$ cat src/qgtb_pkg.sv
// Package for the quad gated timer block: operation and register codes,
// mode word bit positions and the structs passed between modules.
// No dependencies.
package qgtb_pkg;

  localparam int MAX_TIMERS  = 4;
  localparam int OP_W        = 3;
  localparam int TSEL_W      = 2;
  localparam int RSEL_W      = 2;
  localparam int DATA_W      = 16;
  localparam int PRESCALE_W  = 15;

  // Operation codes
  localparam logic [OP_W-1:0] OP_READ   = 3'd0;
  localparam logic [OP_W-1:0] OP_WRITE  = 3'd1;
  localparam logic [OP_W-1:0] OP_HBLANK = 3'd2;
  localparam logic [OP_W-1:0] OP_VBLANK = 3'd3;
  localparam logic [OP_W-1:0] OP_TICK   = 3'd4;

  // Register codes
  localparam logic [RSEL_W-1:0] REG_COUNT   = 2'd0;
  localparam logic [RSEL_W-1:0] REG_MODE    = 2'd1;
  localparam logic [RSEL_W-1:0] REG_COMPARE = 2'd2;
  localparam logic [RSEL_W-1:0] REG_HOLD    = 2'd3;

  // Gate modes
  localparam logic [1:0] GATE_PAUSE   = 2'd0;
  localparam logic [1:0] GATE_RISE    = 2'd1;
  localparam logic [1:0] GATE_FALL    = 2'd2;
  localparam logic [1:0] GATE_ANY     = 2'd3;

  // Prescale select codes
  localparam logic [1:0] PSC_2        = 2'd0;
  localparam logic [1:0] PSC_32       = 2'd1;
  localparam logic [1:0] PSC_512      = 2'd2;
  localparam logic [1:0] PSC_LINE     = 2'd3;

  // Mode word bits
  localparam int M_GATE_EN   = 2;
  localparam int M_GATE_TYPE = 3;
  localparam int M_CLR_CMP   = 6;
  localparam int M_ENABLE    = 7;
  localparam int M_CMP_IE    = 8;
  localparam int M_OVF_IE    = 9;
  localparam int M_CMP_FLAG  = 10;
  localparam int M_OVF_FLAG  = 11;

  localparam logic [DATA_W-1:0] MODE_CFG_MASK  = 16'h03ff;
  localparam logic [DATA_W-1:0] MODE_FLAG_MASK = 16'h0c00;
  localparam logic [DATA_W-1:0] MODE_WR_MASK   = 16'hf3ff;

  typedef struct packed {
    logic [OP_W-1:0]   op;
    logic [TSEL_W-1:0] timer_sel;
    logic [RSEL_W-1:0] reg_sel;
    logic [DATA_W-1:0] write_data;
    logic              gate_active;
  } cmd_t;

  typedef struct packed {
    logic [DATA_W-1:0] rd;
    logic              irq;
    logic              hold_hit;
  } tmr_res_t;

endpackage

$ cat src/qgtb_in_if.sv
// Request channel: valid/ready handshake carrying one timer block command.
// Depends on qgtb_pkg.
interface qgtb_in_if
  import qgtb_pkg::*;
();
  logic              valid;
  logic              ready;
  logic [OP_W-1:0]   op;
  logic [TSEL_W-1:0] timer_sel;
  logic [RSEL_W-1:0] reg_sel;
  logic [DATA_W-1:0] write_data;
  logic              gate_active;

  modport source (output valid, op, timer_sel, reg_sel, write_data, gate_active,
                  input ready);
  modport sink   (input valid, op, timer_sel, reg_sel, write_data, gate_active,
                  output ready);
endinterface

$ cat src/qgtb_out_if.sv
// Response channel: valid/ready handshake carrying read data and interrupts.
// Depends on qgtb_pkg.
interface qgtb_out_if
  import qgtb_pkg::*;
();
  logic                  valid;
  logic                  ready;
  logic [DATA_W-1:0]     read_data;
  logic [MAX_TIMERS-1:0] timer_irq;
  logic                  hold_irq;

  modport source (output valid, read_data, timer_irq, hold_irq, input ready);
  modport sink   (input valid, read_data, timer_irq, hold_irq, output ready);
endinterface

$ cat src/qgtb_timer.sv
// One 16-bit timer: count, mode, compare, optional hold register, prescaler
// and gate state, updated once per accepted command. Depends on qgtb_pkg.
module qgtb_timer
  import qgtb_pkg::*;
#(
  parameter int IDX            = 0,
  parameter int SCANLINE_TICKS = 18740
) (
  input  logic     clk,
  input  logic     rst,
  input  logic     take,
  input  cmd_t     cmd,
  output tmr_res_t res
);

  localparam bit HAS_HOLD = (IDX < 2);

  logic [DATA_W-1:0]     count, count_next;
  logic [DATA_W-1:0]     mode, mode_next;
  logic [DATA_W-1:0]     compare, compare_next;
  logic [DATA_W-1:0]     hold;
  logic [PRESCALE_W-1:0] prescale, prescale_next;
  logic                  gated, gated_next;
  logic                  irq, hold_hit;

  logic                  sel, counting, clr, wrapped, gate_match;
  logic [DATA_W-1:0]     scale, pre_inc, nv;

  assign sel      = (cmd.timer_sel == TSEL_W'(IDX));
  assign counting = mode[M_ENABLE] && !gated;
  assign clr      = mode[M_CLR_CMP];
  assign pre_inc  = {1'b0, prescale} + 16'd1;
  assign gate_match = mode[M_GATE_EN] &&
                      (mode[M_GATE_TYPE] == (cmd.op == OP_VBLANK));

  always_comb begin
    unique case (mode[1:0])
      PSC_2:   scale = 16'd2;
      PSC_32:  scale = 16'd32;
      PSC_512: scale = 16'd512;
      default: scale = DATA_W'(SCANLINE_TICKS);
    endcase
  end

  always_comb begin
    wrapped = 1'b0;
    if (clr && count == compare) begin
      nv = '0;
    end else if (count == 16'hffff) begin
      nv = '0;
      wrapped = 1'b1;
    end else begin
      nv = count + 16'd1;
    end
  end

  always_comb begin
    count_next    = count;
    mode_next     = mode;
    compare_next  = compare;
    prescale_next = prescale;
    gated_next    = gated;
    irq           = 1'b0;
    hold_hit      = 1'b0;
    unique case (cmd.op)
      OP_WRITE: begin
        if (sel) begin
          unique case (cmd.reg_sel)
            REG_COUNT: begin
              if (count != cmd.write_data && counting) prescale_next = '0;
              count_next = cmd.write_data;
            end
            REG_MODE: begin
              if (((cmd.write_data ^ mode) & MODE_CFG_MASK) != '0) begin
                prescale_next = '0;
                gated_next    = 1'b0;
              end
              // flags are write-one-to-clear, never set by a write
              mode_next = (cmd.write_data & MODE_WR_MASK) |
                          (mode & MODE_FLAG_MASK & ~(cmd.write_data & MODE_FLAG_MASK));
            end
            REG_COMPARE: compare_next = cmd.write_data;
            default: ;  // hold register handled below
          endcase
        end
      end
      OP_HBLANK, OP_VBLANK: begin
        if (gate_match) begin
          unique case (mode[5:4])
            GATE_PAUSE: gated_next = cmd.gate_active;
            GATE_RISE, GATE_FALL, GATE_ANY: begin
              if ((mode[5:4] == GATE_ANY) ||
                  (mode[5:4] == GATE_RISE && cmd.gate_active) ||
                  (mode[5:4] == GATE_FALL && !cmd.gate_active)) begin
                if (count != '0 && counting) prescale_next = '0;
                count_next = '0;
              end
            end
            default: ;
          endcase
        end
      end
      OP_TICK: begin
        if (counting) begin
          if (pre_inc < scale) begin
            prescale_next = pre_inc[PRESCALE_W-1:0];
          end else begin
            prescale_next = '0;
            count_next    = nv;
            if (nv == compare && mode[M_CMP_IE] && !mode[M_CMP_FLAG]) begin
              mode_next[M_CMP_FLAG] = 1'b1;
              irq = 1'b1;
            end
            if (wrapped && !clr && mode[M_OVF_IE] && !mode[M_OVF_FLAG]) begin
              mode_next[M_OVF_FLAG] = 1'b1;
              irq = 1'b1;
            end
            hold_hit = HAS_HOLD && (nv == hold);
          end
        end
      end
      default: ;
    endcase
  end

  always_ff @(posedge clk) begin
    if (rst) begin
      count    <= '0;
      mode     <= '0;
      compare  <= '0;
      prescale <= '0;
      gated    <= 1'b0;
    end else if (take) begin
      count    <= count_next;
      mode     <= mode_next;
      compare  <= compare_next;
      prescale <= prescale_next;
      gated    <= gated_next;
    end
  end

  generate
    if (HAS_HOLD) begin : g_hold
      always_ff @(posedge clk) begin
        if (rst) begin
          hold <= '0;
        end else if (take && sel && cmd.op == OP_WRITE && cmd.reg_sel == REG_HOLD) begin
          hold <= cmd.write_data;
        end
      end
    end else begin : g_no_hold
      assign hold = '0;
    end
  endgenerate

  always_comb begin
    res.irq      = irq;
    res.hold_hit = hold_hit;
    unique case (cmd.reg_sel)
      REG_COUNT:   res.rd = count;
      REG_MODE:    res.rd = mode;
      REG_COMPARE: res.rd = compare;
      default:     res.rd = hold;
    endcase
  end

endmodule

$ cat src/quad_gated_timer_block_core.sv
// Top level of the quad gated timer block: timer instances, read mux and
// result register. Depends on qgtb_pkg, qgtb_in_if, qgtb_out_if, qgtb_timer.
//
//   channel    dir  payload
//   request    in   op, timer_sel, reg_sel, write_data, gate_active
//   response   out  read_data, timer_irq, hold_irq
//
// One command per cycle unless the response stalls; its response appears in
// the result register the cycle after the transfer, one response per command.
// Timer state updates at the request transfer edge from short logic.
// Synchronous active-high reset clears all timer registers and the result
// valid. A stalled response holds; request ready stays high while the
// result register is empty or being drained in the same cycle.
module quad_gated_timer_block_core
  import qgtb_pkg::*;
#(
  parameter int NUM_TIMERS     = 4,
  parameter int SCANLINE_TICKS = 18740
) (
  input logic        clk,
  input logic        rst,
  qgtb_in_if.sink    request,
  qgtb_out_if.source response
);

  logic                  take;
  cmd_t                  cmd;
  tmr_res_t              res [MAX_TIMERS];
  logic [MAX_TIMERS-1:0] irq_vec;
  logic [MAX_TIMERS-1:0] hold_vec;
  logic                  out_valid;
  logic [DATA_W-1:0]     read_data;
  logic [MAX_TIMERS-1:0] timer_irq;
  logic                  hold_irq;

  assign request.ready = !out_valid || response.ready;
  assign take          = request.valid && request.ready;

  assign cmd.op          = request.op;
  assign cmd.timer_sel   = request.timer_sel;
  assign cmd.reg_sel     = request.reg_sel;
  assign cmd.write_data  = request.write_data;
  assign cmd.gate_active = request.gate_active;

  generate
    for (genvar t = 0; t < MAX_TIMERS; t++) begin : g_tmr
      if (t < NUM_TIMERS) begin : g_on
        qgtb_timer #(
          .IDX            (t),
          .SCANLINE_TICKS (SCANLINE_TICKS)
        ) u_timer (
          .clk  (clk),
          .rst  (rst),
          .take (take),
          .cmd  (cmd),
          .res  (res[t])
        );
      end else begin : g_off
        assign res[t] = '0;
      end
      assign irq_vec[t]  = res[t].irq;
      assign hold_vec[t] = res[t].hold_hit;
    end
  endgenerate

  always_ff @(posedge clk) begin
    if (rst) begin
      out_valid <= 1'b0;
    end else if (take) begin
      out_valid <= 1'b1;
    end else if (response.ready) begin
      out_valid <= 1'b0;
    end
  end

  always_ff @(posedge clk) begin
    if (take) begin
      read_data <= (cmd.op == OP_READ) ? res[cmd.timer_sel].rd : '0;
      timer_irq <= irq_vec;
      hold_irq  <= |hold_vec;
    end
  end

  assign response.valid     = out_valid;
  assign response.read_data = read_data;
  assign response.timer_irq = timer_irq;
  assign response.hold_irq  = hold_irq;

endmodule
$ cat src/flat_wrapper.sv
// flat-port wrapper written by rule: the top's interface ports become plain ports
module quad_gated_timer_block_core_flat import qgtb_pkg::*;
#(
  parameter int NUM_TIMERS     = 4,
  parameter int SCANLINE_TICKS = 18740
)
  (clk, rst, request_valid, request_op, request_timer_sel, request_reg_sel, request_write_data, request_gate_active, request_ready, response_valid, response_read_data, response_timer_irq, response_hold_irq, response_ready);
  qgtb_in_if request_i ();
  qgtb_out_if response_i ();
  input logic clk;
  input logic rst;
  input wire logic [$bits(request_i.valid)-1:0] request_valid;
  input wire logic [$bits(request_i.op)-1:0] request_op;
  input wire logic [$bits(request_i.timer_sel)-1:0] request_timer_sel;
  input wire logic [$bits(request_i.reg_sel)-1:0] request_reg_sel;
  input wire logic [$bits(request_i.write_data)-1:0] request_write_data;
  input wire logic [$bits(request_i.gate_active)-1:0] request_gate_active;
  output wire logic [$bits(request_i.ready)-1:0] request_ready;
  output wire logic [$bits(response_i.valid)-1:0] response_valid;
  output wire logic [$bits(response_i.read_data)-1:0] response_read_data;
  output wire logic [$bits(response_i.timer_irq)-1:0] response_timer_irq;
  output wire logic [$bits(response_i.hold_irq)-1:0] response_hold_irq;
  input wire logic [$bits(response_i.ready)-1:0] response_ready;
  assign request_i.valid = request_valid;
  assign request_i.op = request_op;
  assign request_i.timer_sel = request_timer_sel;
  assign request_i.reg_sel = request_reg_sel;
  assign request_i.write_data = request_write_data;
  assign request_i.gate_active = request_gate_active;
  assign request_ready = request_i.ready;
  assign response_valid = response_i.valid;
  assign response_read_data = response_i.read_data;
  assign response_timer_irq = response_i.timer_irq;
  assign response_hold_irq = response_i.hold_irq;
  assign response_i.ready = response_ready;
  quad_gated_timer_block_core #(.NUM_TIMERS(NUM_TIMERS), .SCANLINE_TICKS(SCANLINE_TICKS)) u_core (.clk(clk), .rst(rst), .request(request_i), .response(response_i));
endmodule
$ cat config.mk
export PLATFORM = sky130hd
export DESIGN_NAME = quad_gated_timer_block_core_flat
export DESIGN_NICKNAME = d
export VERILOG_FILES = /design/src/qgtb_pkg.sv /design/src/qgtb_in_if.sv /design/src/qgtb_out_if.sv /design/src/qgtb_timer.sv /design/src/quad_gated_timer_block_core.sv /design/src/flat_wrapper.sv
export SDC_FILE = /design/constraint.sdc
export NUM_CORES = 1
export LEC_CHECK = 0
export BUFFER_PORTS_ARGS = -buffer_cell sky130_fd_sc_hd__buf_2
export CORE_MARGIN = 3
export CORE_UTILIZATION = 55
export CTS_CLUSTER_DIAMETER = 60
export DETAILED_ROUTE_END_ITERATION = 8
export GPL_TIMING_DRIVEN = 0
export PLACE_DENSITY = 0.74
export SLEW_MARGIN = 40
export SYNTH_ARGS = -nofsm -noshare
export SYNTH_HDL_FRONTEND = slang
export SYNTH_SLANG_ARGS = --single-unit
export TNS_END_PERCENT = 50
$ cat constraint.sdc
create_clock -name clk -period 3.1 [get_ports clk]
set_input_delay 0.62 -clock clk [delete_from_list [all_inputs] [get_ports clk]]
set_output_delay 0.62 -clock clk [all_outputs]
set_load 0.03 [all_outputs]
==> results.toml <==
[status]
status = "finished, violations left"
violated_checks = "setup timing"

[cts]
clock_transition_at_the_registers_of_the_reported_paths_ns = 0.06
htree_num_levels = 2
cts_buffer_depth = 3
cts_hold_repair.buffers = 0
cts_sink_count = 310
tritoncts = "built"
cts_root_buffer = "sky130_fd_sc_hd__clkbuf_16"
cts-buffers-inserted = 38
clkLatencyLatePin_ns = 0.58

[sta]
slew_headroom = 0.311
whs_ns = 0.311
fmax_mhz = 296
setup_viol = 74
finalWorstPathRequiredPeriod_ns = 3.38
part_of_the_cycle_the_worst_path_needs = 1.09
final_hold_violating_endpoints = 0
worst_pin_slew_ns = 1.03
timing.final.ws_setup_ns = -0.280
rsz_0062_raised_after_global_routing = "yes"
final.setup_skew_ns = 0.0283
timing.final.max_slew_violations = 0

[setup_path]
worst_ep_required_time_ns = 3.55
rrSetupSlack_ns = -0.28
r2r_cells = 16
worst-path-max-fanout = 5
critPathArrivalTime_ns = 3.83
r2r_end = "u_core.g_tmr[3].g_on.u_timer.count[14]$_SDFFE_PP0P_"
timing.critical_path.cells = "ha_4, and4_1, clkbuf_8, nand4_1, xnor2_2, ha_1, a21oi_1, a31oi_1, a2111o_1, a221oi_4, buf_6, buf_12, a21o_4, buf_8, a21oi_1, o32ai_1"
critPathKind = "flip-flop to flip-flop"
cpMostUsedCell = "sky130_fd_sc_hd__a21oi_1"
critical_path.startpoint_type = "flip-flop"
worst_setup_path_end_kind = "flip-flop"
cell_type_of_the_slowest_stage_on_the_worst_timing_path = "sky130_fd_sc_hd__a2111o_1"
worst_path_largest_cell_delay_ns = 0.41
worst_r2r_startpoint = "u_core.g_tmr[3].g_on.u_timer.prescale[0]$_SDFFE_PP0P_"

[floorplan]
initial_standard_cell_utilization_of_the_core = 0.565
ioPinCount = 51
die_footprint_mm2 = 0.0427
coreArea_mm2 = 0.0392
rows = 72
fp.dieW_um = 207
die-height_um = 207

[hold_path]
holdCritPathClass = "input port to flip-flop"
min_delay_path_depth = 3
hold_path_startpoint = "request_valid"
worstHoldEndpoint = "u_core.response.valid$_SDFFE_PP0P_"

[synthesis]
synthFlopType = "sky130_fd_sc_hd__dfxtp_1"
yosys_synthesis_warning_count = 0
yosysSeqAreaShare = 0.290
synth.ff_latch_count = 310
synth_enable_flop_cells = 21
syn-num-nets = 2948
netlist_area_mm2 = 0.0221
synth_async_sr_flop_share = 0
post_synth_inst_count = 2880
ys_types = 90
synthesis.area_per_instance_um2 = 7.68

[global_routing]
grt_first_pass_wirelength_um = 147000
grt_pass1_vias = 23007
grt-ovfl-total = 0
maximum_number_of_pins_on_one_net_before_global_route_repair = 26
antenna_found_initial = 3
grt_use_total = 0.462

[finish]
area_growth_syn_to_layout_pct = 23.4
final_layout_size_suffix_gt1_frac = 0.229
final_core_util = 0.697
finish.net_count = 3098

[job]
timing.max_cap.violations = 0

[routing]
via_per_inst = 7.10
ant_nets = 0
detail_route.wl_per_cell_um = 29.3
routed_wire_length_um = 105000
drc_violations_left = 0
dr.pass1.iters = 7
first_iter_violations = 4443
route.vias.total = 25396

[placement]
globalplace.congestion = 1.15
place.port_buffers = 33
place_worst_setup_slack_ns = -1.37
hpwl_um = 70400

[pwr]
ir_drop_mv = 0.448
power.leakage_nw = 9.88
pwr_cell_area_mw_per_mm2 = 389
==> through the flow <==
step / instances / TNS [ns] / instance area, µm² / power [mW]
after floorplan: 2880 / -0.0401 / 22200 / 5.03
after global placement: 3431 / -274.47 / 23000 / 5.50
after detailed placement: 3432 / -263.37 / 23100 / 5.52
after CTS: 3537 / -1.84 / 26000 / 10.4
after global routing: 3576 / -19.14 / 27300 / 10.8
final: 3578 / -11.61 / 27300 / 10.6
==> cell usage after synthesis (all sizes together) (6+ instances only) <==
| library cell | number | area [µm²] |
|---|---|---|
| a21o | 8 | 60.1 |
| a21oi | 263 | 1320 |
| inv | 43 | 161 |
| dfxtp | 289 | 5790 |
| a22oi | 15 | 113 |
| nand3 | 73 | 375 |
| nor2 | 251 | 942 |
| nor3 | 54 | 275 |
| nor4 | 57 | 384 |
| nor2b | 16 | 100 |
| o21bai | 6 | 56.3 |
| nand3b | 21 | 158 |
| o31a | 6 | 52.6 |
| and2 | 13 | 81.3 |
| buf | 50 | 254 |
| xnor2 | 122 | 1070 |
| a221oi | 11 | 96.3 |
| a21boi | 8 | 60.1 |
| and3 | 31 | 194 |
| mux4 | 32 | 721 |
| o211ai | 26 | 195 |
| nand2 | 429 | 1610 |
| or2 | 10 | 62.6 |
| nand2b | 32 | 200 |
| o31ai | 25 | 188 |
| edfxtp | 21 | 631 |
| mux2i | 101 | 1010 |
| nor4b | 13 | 129 |
| nand4 | 65 | 434 |
| a211oi | 22 | 170 |
| o22ai | 19 | 119 |
| o32ai | 12 | 105 |
| mux2 | 7 | 78.8 |
| or4 | 15 | 113 |
| o21ai | 146 | 731 |
| a311oi | 6 | 52.6 |
| xor2 | 159 | 1390 |
| ha | 40 | 500 |
| a2bb2oi | 9 | 78.8 |
| or3 | 16 | 100 |
| and4 | 21 | 184 |
| nor3b | 7 | 52.6 |
| a31oi | 39 | 244 |
| or3b | 13 | 114 |
| clkbuf | 188 | 706 |
==> worst max-delay path by stage <==
stage | start | endpoint | slack (ns) | cells after the start
after floorplan | response_ready | u_core.g_tmr[3].g_on.u_timer.prescale[3]$_SDFFE_PP0P_ | -0.02 | 9
after global placement | request_timer_sel[1] | u_core.g_tmr[3].g_on.u_timer.prescale[3]$_SDFFE_PP0P_ | -1.45 | 9
after detailed placement | request_op[0] | u_core.g_tmr[0].g_on.u_timer.mode[4]$_SDFFE_PP0P_ | -1.37 | 10
after CTS | u_core.g_tmr[0].g_on.u_timer.count[0]$_SDFFE_PP0P_ | u_core.g_tmr[0].g_on.u_timer.mode[10]$_SDFFE_PP0P_ | -0.16 | 12
after global routing | u_core.g_tmr[0].g_on.u_timer.prescale[1]$_SDFFE_PP0P_ | u_core.g_tmr[0].g_on.u_timer.count[9]$_SDFFE_PP0P_ | -0.43 | 15
final | u_core.g_tmr[3].g_on.u_timer.prescale[0]$_SDFFE_PP0P_ | u_core.g_tmr[3].g_on.u_timer.count[14]$_SDFFE_PP0P_ | -0.28 | 16
==> final cells by class <==
cell class              instances  area, µm²
well taps                     518        648
fillers                      3067      11900
diodes                          2       5.00
plain buffers                 195       1120
clock inverters                19        269
flip-flops and latches        310       6590
clock buffers                  49       1080
repair buffers                149       1210
multi-input cells            2292      16200
repair inverters                1       5.00
inverters                      43        170
==> cells in the final DEF (no fill, tap or decap), types with 62 or more instances in the layout <==
master                       n
sky130_fd_sc_hd__nand2_1   416
sky130_fd_sc_hd__xnor2_1   108
sky130_fd_sc_hd__clkbuf_1   86
sky130_fd_sc_hd__dfxtp_1   222
sky130_fd_sc_hd__mux2i_1    99
sky130_fd_sc_hd__o21ai_0   122
sky130_fd_sc_hd__xor2_1    149
sky130_fd_sc_hd__a21oi_1   237
sky130_fd_sc_hd__buf_4      96
sky130_fd_sc_hd__nor2_1    219
sky130_fd_sc_hd__nand4_1    62
==> sequential cells by signal, summed over array words and instances (netlist names) <==
name and count:
u_core.g_tmr.g_on.u_timer.compare 64, u_core.response.timer_irq 4, u_core.response.read_data 16, u_core.g_tmr.g_on.u_timer.gated 4
u_core.g_tmr.g_on.u_timer.count 64, u_core.g_tmr.g_on.u_timer.mode 64, u_core.g_tmr.g_on.u_timer.prescale 60, u_core.g_tmr.g_on.u_timer.hold 32
u_core.response.hold_irq 1, u_core.response.valid 1
==> cells by family (layout without fill, tap and decap cells) <==
kind of cell	count (synthesis)	in the layout	share of synthesized area
buffers and inverters	281	456	0.0507
multiplexers	140	140	0.0818
XOR/XNOR	282	282	0.112
AO/OA/AOI/OAI	678	679	0.188
flip-flops	310	310	0.290
AND/OR/NAND/NOR	1149	1151	0.254
adder cells (fa/ha/maj)	40	40	0.0226
other	0	2	0
==> routing by layer <==
| metal | wire, µm | track usage | part of all wire | vias up |
|---|---|---|---|---|
| li1 | - | - | - | 10671 |
| met1 | 37500 | 0.609 | 0.36 | 11832 |
| met2 | 42000 | 0.654 | 0.40 | 2299 |
| met3 | 16500 | 0.143 | 0.16 | 590 |
| met4 | 8670 | 0.299 | 0.083 | 4 |
| met5 | 45 | 0 | 0.00043 | - |
==> where the power goes <==
part           switching, mW  total, mW  internal, mW
sequential            0.0742       4.12          4.05
clock                   1.94       4.90          2.97
combinational           1.10       1.60         0.502
==> critical path: cells and delay by family (launching register included) <==
family | cells | cell delay [ns]
AO/OA/AOI/OAI | 7 | 1.39
buffers and inverters | 4 | 0.57
flip-flops | 1 | 0.37
XOR/XNOR | 1 | 0.20
adder cells (fa/ha/maj) | 2 | 0.34
AND/OR/NAND/NOR | 2 | 0.39
==> timing repair <==
action                     in CTS  in global routing
setup endpoints to repair     274                208
gates resized for setup       314                248
buffers inserted               63                 44
pin swaps                      72                 93
gates cloned                    6                  5
Note: power is estimated with default switching activity, not from simulation.
